--- config.mk ---
export PLATFORM = sky130hd
export DESIGN_NAME = stti_basis
export DESIGN_NICKNAME = d
export VERILOG_FILES = /design/src/design/stti_pkg.sv /design/src/design/stti_basis.sv
export SDC_FILE = /design/constraint.sdc
export NUM_CORES = 2
export LEC_CHECK = 0
export BUFFER_PORTS_ARGS = -buffer_cell sky130_fd_sc_hd__buf_4
export CAP_MARGIN = 20
export CORE_ASPECT_RATIO = 1.4
export CORE_MARGIN = 8
export CORE_UTILIZATION = 55
export CTS_CLUSTER_DIAMETER = 100
export CTS_CLUSTER_SIZE = 24
export DETAILED_ROUTE_END_ITERATION = 10
export PLACE_DENSITY = 0.73
export SLEW_MARGIN = 20
export SYNTH_ARGS = -nofsm -noshare
export SYNTH_HDL_FRONTEND = slang
export SYNTH_SLANG_ARGS = --single-unit
--- constraint.sdc ---
create_clock -name clk_i -period 11.9 [get_ports clk_i]
set_input_delay 1.19 -clock clk_i [delete_from_list [all_inputs] [get_ports clk_i]]
set_output_delay 1.19 -clock clk_i [all_outputs]
set_load 0.005 [all_outputs]
--- src/design/stti_pkg.sv ---
// ----------------------------------------------------------------------------
// stti_pkg
// Shared widths and inter-module types of the sigmoid / tanh table
// interpolator.
// ----------------------------------------------------------------------------
package stti_pkg;

  localparam int X_W      = 17;   // argument, signed q4.12
  localparam int T_W      = 16;   // knot fraction, q0.16
  localparam int H_W      = 32;   // hermite basis value, signed q1.30
  localparam int HP_W     = 52;   // basis polynomial before rounding, q0.48
  localparam int Y_W      = 18;   // result field
  localparam int S_DATA_W = 24;
  localparam int M_DATA_W = 24;

  localparam logic signed [X_W-1:0] X_EDGE_LO = -17'sd32768;
  localparam logic signed [X_W-1:0] X_EDGE_HI = 17'sd32768;

  // load enables of the basis pipeline stages
  typedef struct packed {
    logic s2;
    logic s3;
    logic s4;
  } stage_en_t;

  // hermite basis values in q1.30
  typedef struct packed {
    logic signed [H_W-1:0] h00;
    logic signed [H_W-1:0] h10;
    logic signed [H_W-1:0] h01;
    logic signed [H_W-1:0] h11;
  } basis_t;

endpackage

--- src/design/stti_basis.sv ---
// ----------------------------------------------------------------------------
// stti_basis
// Three-stage pipeline forming the cubic hermite basis values from the knot
// fraction: square, cube, then polynomials rounded to q1.30.
// ----------------------------------------------------------------------------
module stti_basis (
  input  logic                         clk_i,
  input  stti_pkg::stage_en_t          en_i,
  input  logic [stti_pkg::T_W-1:0]     t_i,
  output stti_pkg::basis_t             basis_o
);

  localparam int TW     = stti_pkg::T_W;
  localparam int HPW    = stti_pkg::HP_W;
  localparam int HW     = stti_pkg::H_W;
  localparam int BShift = 3 * TW - 30;

  localparam logic signed [HPW-1:0] One48 = HPW'(1) << (3 * TW);
  localparam logic signed [HPW-1:0] RndH  = HPW'(1) << (BShift - 1);

  logic [2*TW-1:0]  t2_q;
  logic [TW-1:0]    ta_q;
  logic [3*TW-1:0]  t3_q;
  logic [2*TW-1:0]  t2b_q;
  logic [TW-1:0]    tb_q;
  stti_pkg::basis_t basis_q;
  stti_pkg::basis_t basis_d;

  logic signed [HPW-1:0] t3_s;
  logic signed [HPW-1:0] t2s_s;
  logic signed [HPW-1:0] tsh_s;
  logic signed [HPW-1:0] h00_w;
  logic signed [HPW-1:0] h10_w;
  logic signed [HPW-1:0] h01_w;
  logic signed [HPW-1:0] h11_w;

  always_ff @(posedge clk_i) begin
    if (en_i.s2) begin
      t2_q <= (2*TW)'(t_i) * (2*TW)'(t_i);
      ta_q <= t_i;
    end
    if (en_i.s3) begin
      t3_q  <= (3*TW)'(t2_q) * (3*TW)'(ta_q);
      t2b_q <= t2_q;
      tb_q  <= ta_q;
    end
    if (en_i.s4) begin
      basis_q <= basis_d;
    end
  end

  always_comb begin
    t3_s  = $signed(HPW'(t3_q));
    t2s_s = $signed(HPW'({t2b_q, {TW{1'b0}}}));
    tsh_s = $signed(HPW'({tb_q, {(2*TW){1'b0}}}));
    h00_w = (t3_s <<< 1) - t2s_s - (t2s_s <<< 1) + One48;
    h10_w = t3_s - (t2s_s <<< 1) + tsh_s;
    h01_w = t2s_s + (t2s_s <<< 1) - (t3_s <<< 1);
    h11_w = t3_s - t2s_s;
    basis_d.h00 = HW'((h00_w + RndH) >>> BShift);
    basis_d.h10 = HW'((h10_w + RndH) >>> BShift);
    basis_d.h01 = HW'((h01_w + RndH) >>> BShift);
    basis_d.h11 = HW'((h11_w + RndH) >>> BShift);
  end

  assign basis_o = basis_q;

endmodule

; ---- Word-level counts from Yosys, hierarchy flattened
; Index checks and enable logic that the tools add are counted.
; Widths: inputs -> output; s select.
[classes]
add_sub_neg = 12
n_mul = 2
[ops]
columns = cell, count
row1 = $add 50x19->50 const B, 3
row2 = $add 48x49->50, 1
row3 = $add 49x19->50 const B, 1
row4 = $add 50x49->50, 1
row5 = $add 50x50->50 const B, 1
row6 = $sub 48x49->50, 1
row7 = $sub 49x48->50, 1
row8 = $sub 50x49->50, 1
row9 = $sub 50x50->50, 1
row10 = $sub 48x48->49, 1
row11 = $mul 32x16->48, 1
row12 = $mul 16x16->32, 1
[totals]
reg_bits = 272
in_bits = 20
output_inout_bits = 128

; ---- Depth between registers and ports, before layout
[depth]
word_depth = 4
depth_mapped = 26

; ---- Worst setup path after synthesis
; Ideal clock, no wire load.
[synth_timing]
path_type = input -> register
from = in t_i[2] (netlist bit)
to = reg t2_q[31], data pin
setup_time_ns = 0.260
arrival_time_ns = 6.480
setup_slack_ns = 5.160
path_stages = 22
path_buffers = 1
path_cell_list = clkbuf_1 -> nand2_1 -> fa_1 -> inv_1 -> fa_1 -> fa_1 -> fa_1 -> inv_1 -> fa_1 -> fa_1 -> inv_1 -> ha_1 -> a21o_1 -> a21o_1 -> a21oi_1 -> o21ai_0 -> nor2_1 -> a21bo_2 -> nor2_1 -> or3_1 -> a21oi_1 -> xnor2_1
[synth_between]
elab_chain_cells = 1
[synth_lines]
columns = item, line
row1 = from (decl), stti_basis.sv:9  ; input logic [stti_pkg::T_W-1:0] t_i,
row2 = $mul 16x16->32, stti_basis.sv:39  ; t2_q <= (2*TW)'(t_i) * (2*TW)'(t_i);
row3 = to (signal assigned), stti_basis.sv:39
row4 = to (decl), stti_basis.sv:21  ; logic [2*TW-1:0] t2_q;
; Every way passes these cells.
; A chain may end at the register's enable or synchronous reset.

; ---- Worst setup path after layout
[layout_timing]
from = reg t2_q[14]
to = reg t3_q[46], data pin
[layout_between]
elab_chain_cells = 1
[layout_lines]
columns = item, line
row1 = $mul 32x16->48, stti_basis.sv:43  ; t3_q <= (3*TW)'(t2_q) * (3*TW)'(ta_q);
row2 = to (signal assigned), stti_basis.sv:43
row3 = to (decl), stti_basis.sv:23  ; logic [3*TW-1:0] t3_q;
; Every way passes these cells.

==> metrics.md <==
| Metric | Value |
|---|---|
| Initial antenna violation count | 0 |
| Die Height | 344 um |
| First-pass GRT wire length | 164 mm |
| DRC Markers | 0 |
| Drt initial violations | around 1.6k |
| Outcome | complete, no violations |
| Gpl congestion | slightly above 0.9 |
| Overall Global Routing Usage | 23.4% |
| Largest net degree at the start of global routing | 76 |
| Max Slew Vio Count | 0 |
| Routed wire per std cell | 18.2 um |
| CP Max Fanout | 17 |
| Cts bufs inserted | 16 |
| Root buf cell | clkbuf_16 |
| Worst setup SP type | register |
| Mean Syn Cell Area | around 9.6 um^2 |
| Hold Path Class | register to register |
| Post-CTS setup buffers | 0 |
| Gr ovfl total | 0 |
| Synth Register Bits | 267 |
| Hold-fix buffers, CTS | 0 |
| Nets | 5,612 |
| Port-buffer cells | around 150 |
| Clk_skew | 0.0285 ns |
| Post-Syn Area | approximately 0.042 mm^2 |
| DIE WIDTH | around 250 um |
| Post-Route WL | 99.2 mm |
| Filler cell count | 6,526 |
| Final worst path period need | 7.26 ns |
| Area grow syn2layout | 5.87% |
| Max cap viols | 0 |
| RSZ-0062 raised after global routing | false |
| Syn Inst Count | 4,417 |
| Skew-Pair Late Insertion Delay | 0.55 ns |
| Most frequent cells in the layout | 917 x inv_1, 623 x fa_1, 489 x ha_1 |
| HPWL after DPL | between 80 and 90 mm |
| Clk sinks | 267 |
| Number of enable flip-flop cells after synthesis | around 270 |
| Tightest Pin Transition | 0.972 ns |
| Number of H-tree levels | 1 |
| Ys async rst share | 0% |
| Num rows | 120 |
| Post-synth cell types | 94 |
| Placed cells | between 5k and 6k |
| WS Path Type | register to register |
| Achievable frequency | 0.138 GHz |
| Final hold slack | 0.792 ns |
| Register area share after synthesis | a little under a fifth |
| Crit end category | register |
| Period utilization | slightly above 60% |
| Number of I/O pins | 148 |
| YS warnings | 0 |
| Vias in the first global route | 32.4k |
| Required @ worst endpoint | ~12 ns |
| # resized after CTS | 0 |
| Die Area | 0.0862 mm^2 |
| DRT Pass-1 Iters | 6 |
| Final core occ | 58.7% |
| Share of layout cells above drive strength 1 | 5.11% |
| TritonCTS clock tree | built |
| Worst EP arrival | ~7.6 ns |
| Top_reg_cell synth | edfxtp_1 |
| Final Hold Fails | 0 |
| Setup TNS Final | 0 ns |
| Ant. Diodes | 0 |
| Antenna Violating Nets Remaining | 0 |
| Layout Cells excl Fill | around 5.5k |
| Relative slew slack | between 30% and 40% |
| # setup viols final | 0 |
| Initial Utilization | 55.4% |
| Vias/cell | between 5 and 6 |
| Most common cell after layout, fill and taps aside | inv_1 |
| Total number of vias | 30.3k |
| Core Area | 0.0764 mm^2 |
| CTS Buffer Depth | 3 |
| Worst-path clk slew | roughly 0.1 ns |
## cell usage after synthesis, types with 7 or more instances
cell type / instances / area share (%)
inv_1: 917 / 8.1
fa_1: 623 / 29
ha_1: 489 / 14
nand2_1: 465 / 4.1
edfxtp_1: 267 / 19
and2_1: 264 / 3.9
a21oi_1: 187 / 2.2
xnor2_1: 147 / 3.0
nor2_1: 131 / 1.2
clkbuf_1: 124 / 1.1
a21o_1: 106 / 1.9
o21ai_0: 98 / 1.2
xor2_1: 70 / 1.4
nand3_1: 60 / 0.71
nor2b_1: 37 / 0.55
nand2b_1: 32 / 0.47
nand4_1: 30 / 0.44
o21a_1: 30 / 0.53
o21bai_1: 27 / 0.48
a31oi_1: 26 / 0.38
a211oi_1: 22 / 0.39
and3_1: 21 / 0.31
nor3_1: 21 / 0.25
o211ai_1: 15 / 0.27
o31ai_1: 14 / 0.25
and4_1: 10 / 0.21
or3_1: 10 / 0.15
a221oi_1: 8 / 0.17
nor4_1: 7 / 0.10
o21ai_1: 7 / 0.083
o31a_1: 7 / 0.14
or2_2: 7 / 0.10
## per-layer routing
| layer | track usage [%] | routed length, um | vias up |
|---|---|---|---|
| li1 | - | - | 14204 |
| met1 | 27.6 | 38800 | 14893 |
| met2 | 43.5 | 51100 | 985 |
| met3 | 2.18 | 5030 | 266 |
| met4 | 9.80 | 4220 | 0 |
| met5 | 0 | 0 | - |
## flip-flops by register name, summed over array words and instances, names as in the netlist
| signal | cells |
|---|---|
| t2b_q | 30 |
| t3_q | 48 |
| tb_q | 15 |
| basis_o | 128 |
| ta_q | 15 |
| t2_q | 31 |
## per-stage QoR
step | worst slack (ns) | area (um^2)
CTS | 4.61 | 44800
detailed placement | 4.64 | 44400
global route | 4.32 | 44800
global placement | 4.75 | 44400
floorplan | 5.16 | 42400
finish | 4.64 | 44800
## logic make-up (layout without fill, tap and decap cells)
group | count (synthesis) | count (layout) | synth area share, %
flops | 267 | 267 | 18.9
compound gates | 629 | 629 | 9.80
simple gates | 1133 | 1133 | 13.3
mux | 7 | 7 | 0.168
fa+ha+maj | 1112 | 1112 | 43.9
other cells | 2 | 8 | 0.0177
buf+inv | 1048 | 1107 | 9.33
xor+xnor | 219 | 219 | 4.57
## cell type report
class	count	area (um^2)	share of cell area, %
flip-flops and latches	267	8020	17.9
repair buffers	170	1280	2.85
clock buffers	17	425	0.949
multi-input cells	3108	30400	67.8
inverters	917	3440	7.68
well taps	976	1220	2.72
clock inverters	3	47.5	0.106
## worst paths after layout
path | start | endpoint | slack [ns] | cells past startpoint
worst max-delay path | t2_q[14]$_DFFE_PP_ | t3_q[46]$_DFFE_PP_ | 4.64 | 21
worst max register to register | t2_q[14]$_DFFE_PP_ | t3_q[46]$_DFFE_PP_ | 4.64 | 21
worst min register to register | t2_q[23]$_DFFE_PP_ | t2b_q[23]$_DFFE_PP_ | 0.79 | 1
worst min-delay path | t2_q[23]$_DFFE_PP_ | t2b_q[23]$_DFFE_PP_ | 0.79 | 1
## critical path: stages (launching register included)
cell and delay, ns:
edfxtp_1 0.92, nand2_1 0.17, fa_1 0.54, fa_1 0.51
fa_1 0.52, inv_1 0.06, fa_1 0.48, fa_1 0.48
inv_1 0.05, fa_1 0.47, inv_1 0.04, ha_1 0.37
nand2_1 0.10, nor4_1 0.30, a21oi_1 0.18, a31oi_1 0.36
nor2_1 0.16, o311ai_0 0.54, a311oi_1 0.23, o22ai_1 0.25
a211oi_1 0.14, xnor2_1 0.13
Power is not shown: default switching activity piles up to over one toggle a cycle in this logic, so the estimate is an artifact.
